File: config.mk
export PLATFORM = sky130hd
export DESIGN_NAME = bnf_sqrt_stage
export DESIGN_NICKNAME = d
export VERILOG_FILES = /design/src/hdl/bnf_pkg.sv /design/src/hdl/bnf_sqrt_stage.sv
export SDC_FILE = /design/constraint.sdc
export NUM_CORES = 1
export LEC_CHECK = 0
export ABC_AREA = 1
export BUFFER_PORTS_ARGS = -buffer_cell sky130_fd_sc_hd__buf_2
export CAP_MARGIN = 20
export CELL_PAD_IN_SITES_DETAIL_PLACEMENT = 0
export CELL_PAD_IN_SITES_GLOBAL_PLACEMENT = 1
export CORE_UTILIZATION = 25
export CTS_BUF_LIST = sky130_fd_sc_hd__clkbuf_16
export CTS_CLUSTER_SIZE = 14
export DETAILED_ROUTE_END_ITERATION = 8
export PLACE_DENSITY_LB_ADDON = 0.1
export SLEW_MARGIN = 25
export SYNTH_ARGS = -nofsm -noshare
export SYNTH_HDL_FRONTEND = slang
export SYNTH_SLANG_ARGS = --single-unit
export TNS_END_PERCENT = 1
File: constraint.sdc
create_clock -name clk_i -period 1 [get_ports clk_i]
set_input_delay 0 -clock clk_i [delete_from_list [all_inputs] [get_ports clk_i]]
set_output_delay 0 -clock clk_i [all_outputs]
set_load 0.005 [all_outputs]
File: src/hdl/bnf_pkg.sv
// ----------------------------------------------------------------------------
// bnf_pkg
// Shared types and constants for the batch-norm affine fold pipeline.
// ----------------------------------------------------------------------------
`default_nettype none

package bnf_pkg;

  localparam int unsigned QW      = 32;
  localparam int unsigned VARW    = 31;
  localparam int unsigned EPSW    = 16;
  localparam int unsigned TAGW    = 16;
  localparam int unsigned ROOTW   = 32;
  localparam int unsigned SQREMW  = 35;
  localparam int unsigned NUMW    = 56;
  localparam int unsigned QUOW    = 40;
  localparam int unsigned SQ_STEPS  = ROOTW;
  localparam int unsigned DIV_STEPS = QUOW;

  localparam logic [EPSW-1:0] EPS_RESET = 16'd1;
  localparam logic [QW-1:0]   Q_MAX     = 32'h7FFF_FFFF;
  localparam logic [QW-1:0]   Q_MIN     = 32'h8000_0000;
  localparam logic [QUOW-1:0] QUO_POS_LIM = 40'h00_7FFF_FFFF;
  localparam logic [QUOW-1:0] QUO_NEG_LIM = 40'h00_8000_0000;

  // Per-item data that rides alongside the root and divide stages.
  typedef struct packed {
    logic            gain_neg;
    logic            gain_pos;
    logic            zero_den;
    logic [QW-1:0]   offset;
    logic [QW-1:0]   mean;
    logic [TAGW-1:0] tag;
  } side_t;

endpackage

`default_nettype wire

File: src/hdl/bnf_sqrt_stage.sv
// ----------------------------------------------------------------------------
// bnf_sqrt_stage
// One registered digit step of the integer square root.
// ----------------------------------------------------------------------------
`default_nettype none

module bnf_sqrt_stage import bnf_pkg::*; (
  input  wire               clk_i,
  input  wire               rst_ni,
  input  wire               en_i,
  input  wire               valid_i,
  input  side_t             side_i,
  input  wire [QW-1:0]      rad_i,
  input  wire [SQREMW-1:0]  rem_i,
  input  wire [ROOTW-1:0]   root_i,
  output logic              valid_o,
  output side_t             side_o,
  output logic [QW-1:0]     rad_o,
  output logic [SQREMW-1:0] rem_o,
  output logic [ROOTW-1:0]  root_o
);

  logic [SQREMW-1:0] cur;
  logic [SQREMW-1:0] trial;
  logic              ge;

  assign cur   = {rem_i[SQREMW-3:0], rad_i[QW-1:QW-2]};
  assign trial = {1'b0, root_i, 2'b01};
  assign ge    = (cur >= trial);

  always_ff @(posedge clk_i or negedge rst_ni) begin
    if (!rst_ni) begin
      valid_o <= 1'b0;
    end else if (en_i) begin
      valid_o <= valid_i;
    end
  end

  always_ff @(posedge clk_i) begin
    if (en_i) begin
      side_o <= side_i;
      rad_o  <= {rad_i[QW-3:0], 2'b00};
      rem_o  <= ge ? (cur - trial) : cur;
      root_o <= {root_i[ROOTW-2:0], ge};
    end
  end

endmodule

`default_nettype wire

==> flow_metrics.env <==
export IMPL_seq_area_um2=5430
export IMPL_io_buffers=364
export IMPL_leakagePower_nw=7.07
export IMPL_fin_area_um2=15000
export IMPL_min_period_over_period_pct=141
export IMPL_synth_seq_cells=181
export IMPL_cts_tree="yes"
export IMPL_cp_end_kind="register"
export IMPL_place_gp_congestion=0.824
export IMPL_drt_iter0_markers=300
export IMPL_area_delta_synth_final_pct=75.8
export IMPL_critical_path_arrival_ns=1.61
export IMPL_grt_ovfl_total=0
export IMPL_hold_viol=0
export IMPL_drv_cap=0
export IMPL_startpoint="root_i[16]"
export IMPL_grt_use_total_pct=18.2
export IMPL_critPathKind="input pin to register"
export IMPL_htree_levels=4
export IMPL_dieArea_um2=35000
export IMPL_root_buffer="clkbuf_16"
export IMPL_setup_violations=37
export IMPL_grt_antenna_before_repair=2
export IMPL_whs_ns=0.0170
export IMPL_violations="setup timing"
export IMPL_synthArstFlopShare_pct=0.552
export IMPL_fin_crit_ns=1.41
export IMPL_totalWireLength_um=31400
export IMPL_hp_class="input pin to register"
export IMPL_post_synth_top_count_cell="nand2_1"
export IMPL_slew_violations=0
export IMPL_rsz0062_at_grt="true"
export IMPL_top_level_ports=369
export IMPL_fp_dieW_um=187
export IMPL_post_drt_wl_per_cell_um=15.7
export IMPL_syn_avg_cell_area_um2=10.2
export IMPL_core_um2=33600
export IMPL_reg2reg_depth=1
export IMPL_placed_area_um2=12300
export IMPL_power_mw=21.0
export IMPL_seq_area_frac_synth_pct=63.5
export IMPL_fp_dieH_um=187
export IMPL_fmax_mhz=711
export IMPL_yosys_area_top_type="edfxtp_1"
export IMPL_critPathRequiredTime_ns=1.20
export IMPL_crit_end="rem_o[20]"
export IMPL_synth_edf_count=180
export IMPL_clock_sinks=181
export IMPL_synth_ff_type="edfxtp_1"
export IMPL_clockBufferDepth=2
export IMPL_cts_made_buffers=17
export IMPL_first_global_vias=8223
export IMPL_grt_max_degree=60
export IMPL_drt_vias_per_instance=4.06
export IMPL_reg2reg_slack_ns=0.25
export IMPL_nets=1752
export IMPL_grt_pass1_wl_um=47700
export IMPL_fillers=3383
export IMPL_row_count=67
export IMPL_r2r_end="valid_o"
export IMPL_first_pass_iters=4
export IMPL_clock_latency_ns=0.44
export IMPL_status="finished with violations"
export IMPL_drc=0
export IMPL_worstReg2RegStart="valid_o"
export IMPL_drive_gt1_share_pct=41.8
export IMPL_multi_input_area_um2=3190
export IMPL_hold_path_cell_count=5
export IMPL_hpwl_um=24700
export IMPL_setup_ws_ns=-0.407
export IMPL_syn_inst=842
export IMPL_cp_start_kind="input pin"
export IMPL_pre_cts_slack_ns=-1.06
export IMPL_synthDominantCellAreaShare_pct=63.2
export IMPL_clock_skew_ns=0
export IMPL_yosys_warnings=0
export IMPL_critPathMaxFanout=19
export IMPL_peakVddDrop_v=0.00121
export IMPL_synthTopCellsByArea="edfxtp_1, nand2_1, inv_1, ha_1, nor2_1"
export IMPL_pwr_density_cell_nw_per_um2=1390
export IMPL_antenna_left=0
export IMPL_syn_area_um2=8550
export IMPL_diodes=0
export IMPL_route_vias_total=8082
export IMPL_cts_reportedPaths_clkPinSlew_ns=0.07
export IMPL_yosys_top_cells_count="nand2_1, edfxtp_1, inv_1"
export IMPL_initial_core_util_pct=25.4
export IMPL_yosysUniqueCellTypes=29
-- sequential cells by signal, summed over array words and instances, names as in the netlist --
register / count
rad_o: 30
rem_o: 35
root_o: 32
side_o: 83
valid_o: 1
-- where the power goes --
group | internal, mW | switching, mW
Combinational | 2.59 | 2.50
Sequential | 9.17 | 0.169
Clock | 3.45 | 3.08
Total | 15.2 | 5.75
-- worst min-delay path by stage --
| stage | to | start | slack [ns] |
|---|---|---|---|
| after CTS | rem_o[20] | rem_i[18] | -0.13 |
| after detailed placement | valid_o | rst_ni | -0.22 |
| final | rem_o[0] | rad_i[30] | 0.02 |
| after global placement | valid_o | rst_ni | -0.22 |
| after floorplan | valid_o | rst_ni | -0.30 |
| after global routing | rem_o[0] | rad_i[30] | 0.06 |
-- critical path, stage by stage --
cell,delay [ns]
buf_2,0.09
inv_1,0.07
ha_4,0.29
nand2_1,0.13
nor2_2,0.14
nand2_1,0.06
inv_1,0.09
nand2_1,0.08
nor3_2,0.14
nor2_2,0.08
nand2_4,0.10
inv_4,0.05
buf_12,0.15
nand2_1,0.06
nand2_1,0.05
-- logic make-up after synthesis --
group,synth area share [%]
other,0.0438
xor gates and xnor gates,1.84
adders and majority gates,4.97
buffers and inverters,6.61
DFF,63.5
muxes,0.132
and+or+nand+nor,20.2
AOI/OAI and AO/OA,2.74
-- final cells by class --
class | instances | area share (%)
Clock buffer | 17 | 2.83
Clock inverter | 14 | 0.866
Inverter | 131 | 3.47
Multi-Input combinational cell | 523 | 21.2
Sequential cell | 181 | 36.1
Tap cell | 448 | 3.73
Timing Repair Buffer | 678 | 31.8
-- cell usage in the layout, fill, tap and decap left out, types with 5 or more instances in the layout --
| cell | n |
|---|---|
| ha_4 | 30 |
| a21oi_1 | 14 |
| nand4_1 | 5 |
| nand3b_1 | 9 |
| nand3_1 | 28 |
| nor2_1 | 41 |
| clkbuf_16 | 17 |
| buf_12 | 9 |
| nor2_2 | 18 |
| buf_2 | 360 |
| nand2_1 | 280 |
| buf_4 | 123 |
| dlygate4sd3_1 | 181 |
| nand2_2 | 23 |
| xor2_1 | 16 |
| inv_1 | 121 |
| a21oi_2 | 14 |
| inv_6 | 5 |
| inv_2 | 7 |
| edfxtp_1 | 180 |
| nand3_2 | 7 |
-- through the flow --
step,instances,TNS (ns),utilization (%)
after global routing,1992,-17.69,44.7
after detailed placement,1779,-36.29,36.6
after global placement,1779,-36.08,36.6
final,1992,-13.56,44.7
after CTS,1990,-12.88,44.3
after floorplan,843,-20.19,-
-- repair_timing --
action	4_1_cts	5_1_grt
setup buffers	1	0
endpoints found under the setup margin	46	92
pin swaps	9	6
hold buffers	179	2
hold endpoints to repair	183	2
gates resized for setup	56	28
-- routing by layer --
layer	vias up	part of all wire, %	global-route usage, %
met5	-	0.067	0
met4	4	1.7	5.49
met3	31	4.7	4.07
met2	219	50	32.0
met1	3705	44	22.1
li1	4123	-	-
Note: power is estimated with default switching activity, not from simulation.
