<file path="config.mk">
export PLATFORM = sky130hd
export DESIGN_NAME = bnf_div_stage
export DESIGN_NICKNAME = d
export VERILOG_FILES = /design/src/hdl/bnf_pkg.sv /design/src/hdl/bnf_div_stage.sv
export SDC_FILE = /design/constraint.sdc
export NUM_CORES = 1
export LEC_CHECK = 0
export ABC_AREA = 1
export BUFFER_PORTS_ARGS = -buffer_cell sky130_fd_sc_hd__buf_2
export CORE_AREA = 2 2 190 192
export DETAILED_ROUTE_END_ITERATION = 6
export DIE_AREA = 0 0 192 194
export MAX_ROUTING_LAYER = met4
export PLACE_DENSITY = 0.54
export SLEW_MARGIN = 20
export SYNTH_ARGS = -nofsm -noshare
export SYNTH_HDL_FRONTEND = slang
export SYNTH_SLANG_ARGS = --single-unit
export TNS_END_PERCENT = 10
</file>
<file path="constraint.sdc">
create_clock -name clk_i -period 1.4 [get_ports clk_i]
set_input_delay 0.28 -clock clk_i [delete_from_list [all_inputs] [get_ports clk_i]]
set_output_delay 0.28 -clock clk_i [all_outputs]
set_load 0.01 [all_outputs]
</file>
<file path="src/hdl/bnf_pkg.sv">
// ----------------------------------------------------------------------------
// bnf_pkg
// Shared types and constants for the batch-norm affine fold pipeline.
// ----------------------------------------------------------------------------
`default_nettype none

package bnf_pkg;

  localparam int unsigned QW      = 32;
  localparam int unsigned VARW    = 31;
  localparam int unsigned EPSW    = 16;
  localparam int unsigned TAGW    = 16;
  localparam int unsigned ROOTW   = 32;
  localparam int unsigned SQREMW  = 35;
  localparam int unsigned NUMW    = 56;
  localparam int unsigned QUOW    = 40;
  localparam int unsigned SQ_STEPS  = ROOTW;
  localparam int unsigned DIV_STEPS = QUOW;

  localparam logic [EPSW-1:0] EPS_RESET = 16'd1;
  localparam logic [QW-1:0]   Q_MAX     = 32'h7FFF_FFFF;
  localparam logic [QW-1:0]   Q_MIN     = 32'h8000_0000;
  localparam logic [QUOW-1:0] QUO_POS_LIM = 40'h00_7FFF_FFFF;
  localparam logic [QUOW-1:0] QUO_NEG_LIM = 40'h00_8000_0000;

  // Per-item data that rides alongside the root and divide stages.
  typedef struct packed {
    logic            gain_neg;
    logic            gain_pos;
    logic            zero_den;
    logic [QW-1:0]   offset;
    logic [QW-1:0]   mean;
    logic [TAGW-1:0] tag;
  } side_t;

endpackage

`default_nettype wire

</file>
<file path="src/hdl/bnf_div_stage.sv">
// ----------------------------------------------------------------------------
// bnf_div_stage
// One registered restoring-division step, one quotient bit.
// ----------------------------------------------------------------------------
`default_nettype none

module bnf_div_stage import bnf_pkg::*; (
  input  wire              clk_i,
  input  wire              rst_ni,
  input  wire              en_i,
  input  wire              valid_i,
  input  side_t            side_i,
  input  wire [NUMW-1:0]   num_i,
  input  wire [ROOTW-1:0]  rem_i,
  input  wire [ROOTW-1:0]  den_i,
  input  wire [QUOW-1:0]   quo_i,
  output logic             valid_o,
  output side_t            side_o,
  output logic [NUMW-1:0]  num_o,
  output logic [ROOTW-1:0] rem_o,
  output logic [ROOTW-1:0] den_o,
  output logic [QUOW-1:0]  quo_o
);

  logic [ROOTW:0] cur;
  logic [ROOTW:0] diff;
  logic           ge;

  assign cur  = {rem_i, num_i[NUMW-1]};
  assign diff = cur - {1'b0, den_i};
  assign ge   = (cur >= {1'b0, den_i});

  always_ff @(posedge clk_i or negedge rst_ni) begin
    if (!rst_ni) begin
      valid_o <= 1'b0;
    end else if (en_i) begin
      valid_o <= valid_i;
    end
  end

  always_ff @(posedge clk_i) begin
    if (en_i) begin
      side_o <= side_i;
      num_o  <= {num_i[NUMW-2:0], 1'b0};
      rem_o  <= ge ? diff[ROOTW-1:0] : cur[ROOTW-1:0];
      den_o  <= den_i;
      quo_o  <= {quo_i[QUOW-2:0], ge};
    end
  end

endmodule

`default_nettype wire

</file>
==> reports/results.ini, run 1 <==
[logic_synthesis]
netlist_area_sq_um = 10500
ys.flop_type = edfxtp_1
synth_cell_types = 30
yosysMostFrequentCell = nand2_1
yosys-top-cells-count = 274 x nand2_1, 242 x edfxtp_1, 150 x inv_1
syn_nets = 1173
yosysTopAreaCellShare = 0.694
yosys.area.top_type = edfxtp_1
synth_area_leaders = edfxtp_1 69%, nand2_1 9.8%, inv_1 5.4%
synth-async-reset-ratio = 0.00412
synth-seq-area-share = 0.696
syn_avg_cell_area_sq_um = 11.7
syn_inst = 893
ys_seq_elements = 243
yosys_warnings = 0
synth_edf_count = 242

[clock_tree]
root_buffer = clkbuf_16
cts.clk_slew.worst_paths_ns = 0.06
htreeDepth = 1
clock_path_buffers = 3
cts_sinks = 243
cts_tree = done
cts_buffers = 27
clkLatencyLatePin_ns = 0.53

[die]
ios = 491
die_h_microns = 194
die_area_sq_um = 37200
start_util = 0.297
design.core.area_sq_um = 35200
rows = 69
die_w_microns = 192

[setup_path]
arrival_ns = 1.84
reg2reg_to = valid_o$_DFFE_PN0P_
rr_worst_depth = 1
rr_startpoint = valid_o$_DFFE_PN0P_
critPathLaunchType = primary input
r2r_setup_slack_ns = 0.66
critPathMaxFanout = 6
crit_path_end_kind = flip-flop
cp.required_ns = 1.69
worst-setup-path-type = primary input to flip-flop

[layout]
stdcell_area_sq_um = 18600
drive_above_1_share = 0.481
final_cells = 2231
nets = 2025
area_delta_synth_final_pct = 77.3

[route]
drt_wl_total_microns = 38000
wire_per_inst_microns = 17.0
post-route-drc-count = 0
via_count = 9554
drt_iter0_markers = 390
dr.pass1.iters = 5
vias_per_cell = 4.28
ant_nets = 0

[sta]
min_period_ns = 1.55
finalSetupViolations = 37
worst_slack_ns = -0.152
final-hold-violation-count = 0
rsz0062_at_grt = yes
hold_slack_ns = 0.0449
fin_skew_ns = 0
final_max_slew_viol_count = 0
finalCritPeriodShare = 1.11
fmax_mhz = 644

[pwr]
finalPower_mw = 20.3
pwr_density_cell_nw_per_um2 = 1090
peakVddDrop_v = 0.000872
power.leakage_nw = 8.59

[placement]
dpl.cell_count = 1945
placement.io_buffers = 488
gp_congestion = 0.893
post-place-ws_ns = -0.812
hpwl_microns = 28000
dpl_cell_area_sq_um = 14600

[grt]
grt_max_degree = 37
grt_pass1_vias = 9858
grt_pass1_wl_microns = 55600
globalRouteTotalUtil = 0.202
grt_antenna_before_repair = 9
grt_remaining_overflow = 0

[run]
maxCapViolCount = 0

[min_path]
hp-class = primary input to asynchronous set/reset pin

[status]
violations = negative setup slack
status = complete, but fails checks

-- layout by cell type (no fill, tap or decap), types with 7 or more instances in the layout --
master         netlist  final
inv_1              150    119
dlygate4sd3_1        0    211
nand3b_1            11     11
nand2_1            274    218
nor2_2               3     16
buf_2                7    466
buf_12               2     11
buf_4                1    121
clkbuf_16            0     27
a21oi_1             21     13
nand2_2              3     48
ha_4                 0     31
inv_2                0     27
edfxtp_1           242    242
nand3_2             11     23
nor2_1              34     16
and2_1               8      8
diode_2              0      7
xor2_1              13     13
buf_6                1     19
nand3_1             56     42
nand2_4              1     12
-- how the worst max path moves through the flow --
stage	slack, ns	from	endpoint	cells past startpoint
3_3_place_gp	-0.81	den_i[15]	rem_o[25]$_DFFE_PP_	15
6_report	-0.15	rem_i[29]	rem_o[29]$_DFFE_PP_	12
2_1_floorplan	-0.39	den_i[2]	rem_o[24]$_DFFE_PP_	16
4_1_cts	-0.09	den_i[14]	rem_o[29]$_DFFE_PP_	13
5_1_grt	-0.20	den_i[30]	rem_o[11]$_DFFE_PP_	13
3_5_place_dp	-0.81	den_i[14]	rem_o[31]$_DFFE_PP_	13
-- cell families after synthesis --
kind of cell | Yosys count | synth area share
simple gates | 415 | 0.175
flops | 243 | 0.696
buf+inv | 161 | 0.0627
fa+ha+maj | 33 | 0.0401
compound gates | 25 | 0.0124
xor+xnor | 14 | 0.0117
other cells | 1 | 0.000358
mux | 1 | 0.00107
-- report_power, final --
group | switching [mW] | internal [mW]
registers | 0.179 | 8.76
logic | 2.27 | 2.17
clock network | 2.80 | 4.09
total | 5.25 | 15.0
-- metrics by stage --
stage	setup TNS [ns]	util
2_1_floorplan	-12.54	-
3_3_place_gp	-25.32	0.415
3_5_place_dp	-25.98	0.415
4_1_cts	-2.50	0.518
5_1_grt	-6.35	0.527
6_report	-4.29	0.527
-- timing repair --
| action | CTS | global route |
|---|---|---|
| endpoints found under the setup margin | 47 | 62 |
| gates resized for setup | 129 | 73 |
| gates cloned | 2 | 0 |
| pin swaps | 32 | 25 |
| hold buffers | 211 | 0 |
| endpoints found under the hold margin | 211 | 0 |
| buffers inserted | 13 | 6 |
-- worst max-delay path, stage by stage --
cell	delay (ns)
buf_8	0.10
ha_4	0.25
a21o_1	0.20
nand2_1	0.07
nand2_2	0.07
a21oi_4	0.12
nand2_2	0.07
nor2_4	0.25
nand2_8	0.14
buf_12	0.17
nand3_1	0.06
nand2_1	0.05
-- layout make-up --
cell class | instances | area (sq um)
fillers | 3105 | 16700
diodes | 7 | 17.5
clock buffers | 33 | 698
clock inverters | 14 | 159
flip-flops and latches | 243 | 7290
multi-input cells | 490 | 3380
repair buffers | 833 | 5870
inverters | 150 | 583
well taps | 461 | 577
-- per-layer routing --
layer,vias up,routed length (microns),global-route usage
met5,-,0,-
met4,0,1260,0.0758
li1,4676,-,-
met2,317,19800,0.363
met3,71,2250,0.0337
met1,4490,14600,0.221
-- sequential cells by signal, indices dropped and copies added, names as in the netlist --
signal,count
side_o,83
num_o,55
quo_o,40
den_o,32
rem_o,32
valid_o,1
No activity file was read; power rests on OpenSTA's default activity.
==> inputs of run 2 (changes only) <==
==> constraint.sdc (replaced) <==
create_clock -name clk_i -period 1.4 [get_ports clk_i]
set_input_delay 0.35 -clock clk_i [delete_from_list [all_inputs] [get_ports clk_i]]
set_output_delay 0.35 -clock clk_i [all_outputs]
set_load 0.01 [all_outputs]
==> run 2 against run 1 <==
  * The run now fails in 5_2_route
  * Synthesized area unchanged
  * Synthesized cell count unchanged
  * Global-route usage up 0.85 points
==> reports/results.ini, run 2 <==
[logic_synthesis]
synth_edf_count = 242  ; unchanged
synth-async-reset-ratio = 0.00412  ; unchanged
yosysTopAreaCellShare = 0.694  ; unchanged
yosys_warnings = 0  ; unchanged
ys_seq_elements = 243  ; unchanged
syn_inst = 893  ; unchanged
syn_nets = 1173  ; unchanged
yosys-top-cells-count = 274 x nand2_1, 242 x edfxtp_1, 150 x inv_1
syn_avg_cell_area_sq_um = 11.7  ; unchanged
synth_cell_types = 30  ; unchanged
yosys.area.top_type = edfxtp_1
synth_area_leaders = edfxtp_1 69%, nand2_1 9.8%, inv_1 5.4%
yosysMostFrequentCell = nand2_1
ys.flop_type = edfxtp_1
synth-seq-area-share = 0.696  ; unchanged
netlist_area_sq_um = 10500  ; unchanged

[placement]
placement.io_buffers = 488  ; unchanged
hpwl_microns = 27900  ; about the same
gp_congestion = 0.895  ; +0.29%

[grt]
globalRouteTotalUtil = 0.210  ; +0.00849
grt_pass1_vias = 10100  ; +2.4%
grt_max_degree = 33  ; -11%
grt_pass1_wl_microns = 57400  ; +3.2%
grt_remaining_overflow = 0  ; unchanged
grt_antenna_before_repair = 5  ; -4

[status]
lastStage = 5_2_route
status = did not finish
first-error = [ERROR DRT-0255] Maze Route cannot find path of net num_o[11] in worker of routeBox ( 144900 96600 ) ( 192000 144900 ).

[sta]
worstEndpointType = sequential cell input
crit_endpoint = rem_o[5]$_DFFE_PP_/D

[clock_tree]
cts_buffers = 27  ; unchanged
clock_path_buffers = 3  ; unchanged
cts_sinks = 243  ; unchanged
root_buffer = clkbuf_16
htreeDepth = 1  ; unchanged

[die]
start_util = 0.297  ; unchanged
ios = 491  ; unchanged
die_w_microns = 192  ; unchanged
rows = 69  ; unchanged
die_h_microns = 194  ; unchanged

## run 2: logic make-up after synthesis
kind of cell | Yosys count | share of synthesized area
xor gates and xnor gates | 14 | 0.0117
and+or+nand+nor | 415 | 0.175
other | 1 | 0.000358
AOI/OAI and AO/OA | 25 | 0.0124
muxes | 1 | 0.00107
buffers and inverters | 161 | 0.0627
adders and majority gates | 33 | 0.0401
DFF | 243 | 0.696
## run 2: what timing repair did
item / in CTS / in global routing
hold buffers: 199 / 0
resized for setup: 244 / 118
buffers inserted: 45 / 15
endpoints found under the hold margin: 199 / 0
pin swaps: 58 / 53
endpoints found under the setup margin: 270 / 276
cloned: 10 / 0
## run 2: stage by stage
step                cells  setup WS, ns  instance area, sq um  hold slack, ns
global placement     1942        -0.913                 14600           0.125
global route         2259        -0.263                 19400         0.00593
CTS                  2241        -0.166                 18900         0.00215
floorplan             893        -0.463                 10700          0.0544
detailed placement   1942        -0.979                 14600           0.126
## run 2: layer usage
layer and track usage:
met3 0.0326, met1 0.229, met5 -, met2 0.378
met4 0.0885
==> inputs of run 3 (changes only) <==
CORE_AREA = unset   (was 2 2 190 192)
CORE_MARGIN = 1.5   (was unset)
CORE_UTILIZATION = 28   (was unset)
DIE_AREA = unset   (was 0 0 192 194)
MAX_ROUTING_LAYER = unset   (was met4)
PLACE_DENSITY = unset   (was 0.54)
PLACE_DENSITY_LB_ADDON = 0.15   (was unset)
==> run 3 against run 2 <==
  * The flow now finishes, with violations (negative setup slack)
  * Global-route usage fell by 2.0 points
==> reports/results.ini, run 3 (synthesis gave the netlist of run 1 again) <==
[placement]
dpl.cell_count = 1952  ; +0.51%
placement.io_buffers = 488  ; unchanged
dpl_cell_area_sq_um = 14700  ; +0.47%
post-place-ws_ns = -0.920  ; +0.0591 ns
gp_congestion = 0.848  ; -5.3%
hpwl_microns = 28500  ; +2.2%

[layout]
stdcell_area_sq_um = 18800
largest_reg_flops = 83
top_register = side_o
final_core_util = 0.513
final_common_cell = buf_2
nets = 2035
reg.largest.list = side_o (83), num_o (55), quo_o (40)
nFillCells = 3360
drive_above_1_share = 0.507
area_delta_synth_final_pct = 79.6
multi_input_area_sq_um = 3530
register_area_sq_um = 7290
final_cells = 2244
final_cell_mix = 465 x buf_2, 242 x edfxtp_1, 206 x dlygate4sd3_1

[route]
drt_wl_total_microns = 38300
drt_iter0_markers = 350
dr.pass1.iters = 4
vias_per_cell = 4.21
ant_nets = 0
wire_per_inst_microns = 17.0
post-route-drc-count = 0
via_count = 9440

[clock_tree]
root_buffer = clkbuf_16
cts_tree = done
cts.clk_slew.worst_paths_ns = 0.06
htreeDepth = 1  ; unchanged
cts_buffers = 28  ; +3.7%
clkLatencyLatePin_ns = 0.53
clock_path_buffers = 3  ; unchanged
cts_sinks = 243  ; unchanged

[die]
die_w_microns = 196  ; +2.3%
die_area_sq_um = 38600
rows = 70  ; +1.4%
design.core.area_sq_um = 36700
ios = 491  ; unchanged
die_h_microns = 196  ; +1.2%
start_util = 0.285  ; -0.0119

[setup_path]
rr_startpoint = valid_o$_DFFE_PN0P_
crit_path_max_incr_delay_ns = 0.26
cp.required_ns = 1.70
critical_path.cell_chain = buf_4 -> inv_2 -> ha_4 -> nand2_4 -> inv_1 -> nand2_2 -> nand2_2 -> inv_1 -> nand2_2 -> inv_2 -> nand2_4 -> nand2_4 -> buf_12 -> nand2_8 -> clkbuf_16 -> nand3_2 -> nand2_1
critPathMaxFanout = 7
r2r_setup_slack_ns = 0.66
arrival_ns = 1.90
crit_path_end_kind = flip-flop
slowest_stage = ha_4
reg2reg_to = valid_o$_DFFE_PN0P_
worst-setup-path-type = primary input to flip-flop
critPathLaunchType = primary input
rr_worst_depth = 1

[min_path]
worstHoldStart = den_i[1]
hp-class = primary input to flip-flop
holdPathStages = 1
hold_end = den_o[1]$_DFFE_PP_

[grt]
grt_remaining_overflow = 0  ; unchanged
grt_antenna_before_repair = 5  ; unchanged
grt_pass1_vias = 9759  ; -3.3%
grt_pass1_wl_microns = 55900  ; -2.7%
globalRouteTotalUtil = 0.191  ; -0.0196
grt_max_degree = 57  ; +73%

[sta]
final-hold-violation-count = 0
fin_skew_ns = 0
finalSetupViolations = 139
min_period_ns = 1.60
fmax_mhz = 624
final_max_slew_viol_count = 0
worst_slack_ns = -0.203
finalCritPeriodShare = 1.14
rsz0062_at_grt = yes

[status]
status = complete, but fails checks
violations = negative setup slack

[pwr]
pwr_density_cell_nw_per_um2 = 1090
peakVddDrop_v = 0.000986
power.leakage_nw = 8.70
finalPower_mw = 20.5

[run]
maxCapViolCount = 0

==> run 3: critical path: cells and delay by family <==
| kind | cells | cell delay (ns) |
|---|---|---|
| buffers and inverters | 7 | 0.68 |
| adder cells (fa/ha/maj) | 1 | 0.26 |
| AND/OR/NAND/NOR | 9 | 0.61 |
==> run 3: report_power, final <==
part / leakage, nW / internal [mW] / switching [mW]
clock network: 0.415 / 4.10 / 2.89
logic: 5.91 / 2.25 / 2.34
registers: 2.38 / 8.76 / 0.162
total: 8.70 / 15.1 / 5.39
==> run 3: repair_timing <==
item	CTS	global route
cloned	2	1
pin swaps	12	37
setup buffers	24	8
endpoints found under the hold margin	205	1
hold buffers	205	1
gates resized for setup	148	104
endpoints found under the setup margin	276	276
==> run 3: worst max-delay path by stage <==
stage / start / depth (start not counted) / to / slack (ns)
2_1_floorplan: den_i[2] / 16 / rem_o[24]$_DFFE_PP_ / -0.46
3_3_place_gp: den_i[18] / 14 / rem_o[27]$_DFFE_PP_ / -0.93
3_5_place_dp: den_i[15] / 16 / rem_o[12]$_DFFE_PP_ / -0.92
4_1_cts: rem_i[7] / 16 / rem_o[11]$_DFFE_PP_ / -0.16
5_1_grt: den_i[13] / 15 / rem_o[16]$_DFFE_PP_ / -0.32
6_report: den_i[15] / 17 / rem_o[21]$_DFFE_PP_ / -0.20
==> run 3: through the flow <==
| step | hold slack, ns | TNS (ns) |
|---|---|---|
| after floorplan | 0.0544 | -14.85 |
| after CTS | 0.00493 | -13.68 |
| final | 0.0331 | -7.18 |
| after global routing | 0.0198 | -19.96 |
| after global placement | 0.125 | -29.56 |
| after detailed placement | 0.126 | -29.43 |
==> run 3: final cells by class <==
cell class | instances | area share
antenna | 4 | 0.000532
clock inverter | 13 | 0.00605
timing repair buffer | 842 | 0.316
tap | 468 | 0.0311
multi-input combinational | 490 | 0.187
sequential | 243 | 0.388
clock buffer | 34 | 0.0396
inverter | 150 | 0.0313
==> run 3: routing by layer <==
layer  GRT usage  up-vias  share of wire
met5           0        -        0.00029
met4      0.0698        2          0.028
met1       0.220     4417           0.39
li1            -     4685              -
met2       0.346      277           0.52
met3      0.0399       59          0.059
==> inputs of run 4 (changes only) <==
ABC_AREA = unset   (was 1)
CORE_AREA = 2 2 193 195   (was unset)
CORE_MARGIN = unset   (was 1.5)
CORE_UTILIZATION = unset   (was 28)
DIE_AREA = 0 0 195 197   (was unset)
==> run 4 against run 3 <==
  * The flow still finishes with violations (negative setup slack)
  * Final cell count down 15%
  * Die area down 0.43%
  * Synthesized area down 9.1%
  * Routed wire length down 13%
  * Design area down 10%
  * Synthesized cell count down 34%
  * First-iteration DRC count down 20%
  * Critical path depth down 5
  * Hold slack better by 0.021 ns
  * Sequential share of layout area up 4.3 points
  * Sequential power about the same
  * Clock-buffer cell count down 4
  * Critical path type unchanged
  * Largest cell class unchanged
==> reports/results.ini, run 4 <==
[status]
status = complete, but fails checks
violations = negative setup slack

[logic_synthesis]
synth_cell_types = 50  ; +67%
yosys_warnings = 0  ; unchanged
ys_seq_elements = 243  ; unchanged
synth_edf_count = 242  ; unchanged
synth-seq-area-share = 0.766  ; +0.0695
synth_area_leaders = edfxtp_1 76%, ha_1 4.2%, a21oi_1 2.9%
syn_inst = 591  ; -34%
yosys.area.top_type = edfxtp_1
syn_avg_cell_area_sq_um = 16.1  ; +37%
syn_nets = 871  ; -26%
yosys-top-cells-count = 242 x edfxtp_1, 56 x a21oi_1, 38 x inv_1
yosysTopAreaCellShare = 0.763  ; +0.0693
ys.flop_type = edfxtp_1
netlist_area_sq_um = 9520  ; -9.1%
yosysMostFrequentCell = edfxtp_1
synth-async-reset-ratio = 0.00412  ; unchanged

[die]
die_area_sq_um = 38400  ; -0.43%
die_h_microns = 197  ; +0.30%
ios = 491  ; unchanged
design.core.area_sq_um = 36300  ; -1.2%
die_w_microns = 195  ; -0.72%
rows = 70  ; unchanged
start_util = 0.263  ; -0.0228

[layout]
nets = 1698  ; -17%
final_core_util = 0.467  ; -0.0460
stdcell_area_sq_um = 16900  ; -10%
final_cell_mix = 475 x buf_2, 242 x edfxtp_1, 208 x dlygate4sd3_1
reg.largest.list = side_o (83), num_o (55), quo_o (40)
drive_above_1_share = 0.491  ; -0.0164
top_register = side_o
largest_reg_flops = 83  ; unchanged
final_common_cell = buf_2
area_delta_synth_final_pct = 77.7

[sta]
hold_slack_ns = 0.0538  ; +0.0207 ns
finalSetupViolations = 157  ; +13%
fin_skew_ns = 0  ; unchanged
fmax_mhz = 389  ; -38%
final-hold-violation-count = 0  ; unchanged
rsz0062_at_grt = yes
finalCritPeriodShare = 1.84  ; +0.690
max_slew.worst_pin.slew_ns = 0.586
slew_headroom = 0.608
min_period_ns = 2.57  ; +0.966 ns
worst_slack_ns = -1.17  ; -0.966 ns
final_max_slew_viol_count = 0  ; unchanged

[setup_path]
cp.required_ns = 1.69  ; about the same
critPathLaunchType = primary input
rr_worst_depth = 1  ; unchanged
crit_path_end_kind = flip-flop
worst-setup-path-type = primary input to flip-flop
critPathMaxFanout = 15  ; +8
arrival_ns = 2.86  ; +0.96 ns

[pwr]
power.leakage_nw = 7.39  ; -15%
pwr_density_cell_nw_per_um2 = 1220  ; +12%
peakVddDrop_v = 0.000851  ; -14%

[placement]
hpwl_microns = 25300  ; -11%
placement.io_buffers = 488  ; unchanged
post-place-ws_ns = -1.85  ; -0.926 ns
gp_congestion = 0.775  ; -8.6%
dpl_cell_area_sq_um = 13600  ; -7.2%

[route]
post-route-drc-count = 0  ; unchanged
wire_per_inst_microns = 17.5  ; +2.4%
drt_iter0_markers = 280  ; -20%
ant_nets = 0  ; unchanged
drt_wl_total_microns = 33400  ; -13%
vias_per_cell = 4.20  ; -0.17%
via_count = 8030  ; -15%
dr.pass1.iters = 4  ; unchanged

[min_path]
holdPathStages = 1  ; unchanged
hp-class = primary input to flip-flop

[run]
maxCapViolCount = 0  ; unchanged

[grt]
grt_pass1_wl_microns = 48800  ; -13%
grt_remaining_overflow = 0  ; unchanged
grt_max_degree = 32  ; -44%
grt_pass1_vias = 8424  ; -14%
grt_antenna_before_repair = 8  ; +3
globalRouteTotalUtil = 0.166  ; -0.0246

[clock_tree]
clkLatencyLatePin_ns = 0.55  ; +0.02 ns
cts.clk_slew.worst_paths_ns = 0.06  ; about the same
cts_buffers = 29  ; +3.6%
clock_path_buffers = 3  ; unchanged
cts_tree = done
cts_sinks = 243  ; unchanged
root_buffer = clkbuf_16
htreeDepth = 1  ; unchanged

-- run 4: cell count changes after synthesis, sizes merged, moves of 7 or more --
cell	previous run	this run
xnor2	1	15
a21oi	21	56
mux2	1	11
inv	150	38
nand3b	11	1
nand3	67	8
nand2	279	26
nor3	9	2
clkbuf	0	7
o21ai	2	18
a21o	2	12
-- run 4: area by class of cell --
class	instances	area [sq um]
Fill cell	3397	19300
Sequential cell	243	7290
Timing Repair Buffer	815	5650
Multi-Input combinational cell	291	2210
Clock buffer	30	729
Tap cell	468	586
Clock inverter	23	283
Inverter	38	158
Antenna cell	4	10.0
-- run 4: per-layer routing --
layer / vias to the layer above / wire, microns / GRT usage
met5: - / 53 / 0
met4: 8 / 776 / 0.0472
met3: 56 / 2240 / 0.0435
met2: 283 / 17900 / 0.317
met1: 3777 / 12400 / 0.180
li1: 3906 / - / -
-- run 4: critical path, cell delays in order --
cell	delay, ns
buf_6	0.07
inv_2	0.03
ha_4	0.26
nand4_1	0.15
or4_4	0.58
a21oi_4	0.15
nor3_4	0.07
a211oi_2	0.28
o21ai_2	0.11
o31ai_4	0.25
buf_12	0.20
mux2_2	0.35
-- run 4: cells by family after synthesis --
group                    Yosys count  synth area share
AO/OA/AOI/OAI                    119            0.0769
multiplexers                      12            0.0141
AND/OR/NAND/NOR                   99            0.0489
other                              1          0.000394
XOR/XNOR                          27            0.0248
adder cells (fa/ha/maj)           33            0.0441
buffers and inverters             57            0.0252
flip-flops                       243             0.766
-- run 4: metrics by stage --
step	power [mW]	TNS, ns	std cells
after floorplan	10.4	-49.87	591
after global routing	21.6	-52.22	1910
after CTS	21.0	-45.20	1906
after detailed placement	12.3	-55.72	1643
after global placement	12.3	-55.07	1643
final	20.7	-36.51	1912
-- run 4: power by group --
| part | leakage (nW) | switching (mW) | internal (mW) | total, mW |
|---|---|---|---|---|
| clock network | 0.499 | 3.09 | 4.91 | 8.00 |
| logic | 4.51 | 1.83 | 1.94 | 3.77 |
| registers | 2.38 | 0.159 | 8.77 | 8.93 |
| total | 7.39 | 5.09 | 15.6 | 20.7 |
-- run 4: final timing paths --
path / start / end / slack, ns
worst max-delay path: den_i[5] / rem_o[4]$_DFFE_PP_ / -1.17
worst min-delay path: den_i[1] / den_o[1]$_DFFE_PP_ / 0.05
worst max register to register: valid_o$_DFFE_PN0P_ / valid_o$_DFFE_PN0P_ / 0.66
worst min register to register: valid_o$_DFFE_PN0P_ / valid_o$_DFFE_PN0P_ / 0.50
max in group asynchronous: rst_ni / valid_o$_DFFE_PN0P_ / 1.23
min in group asynchronous: rst_ni / valid_o$_DFFE_PN0P_ / 0.09
-- run 4: timing repair --
action,in CTS,in global routing
hold buffers,208,0
gates cloned,0,1
endpoints found under the setup margin,276,276
pin swaps,1,1
setup buffers,2,1
resized for setup,38,17
hold endpoints to repair,208,0
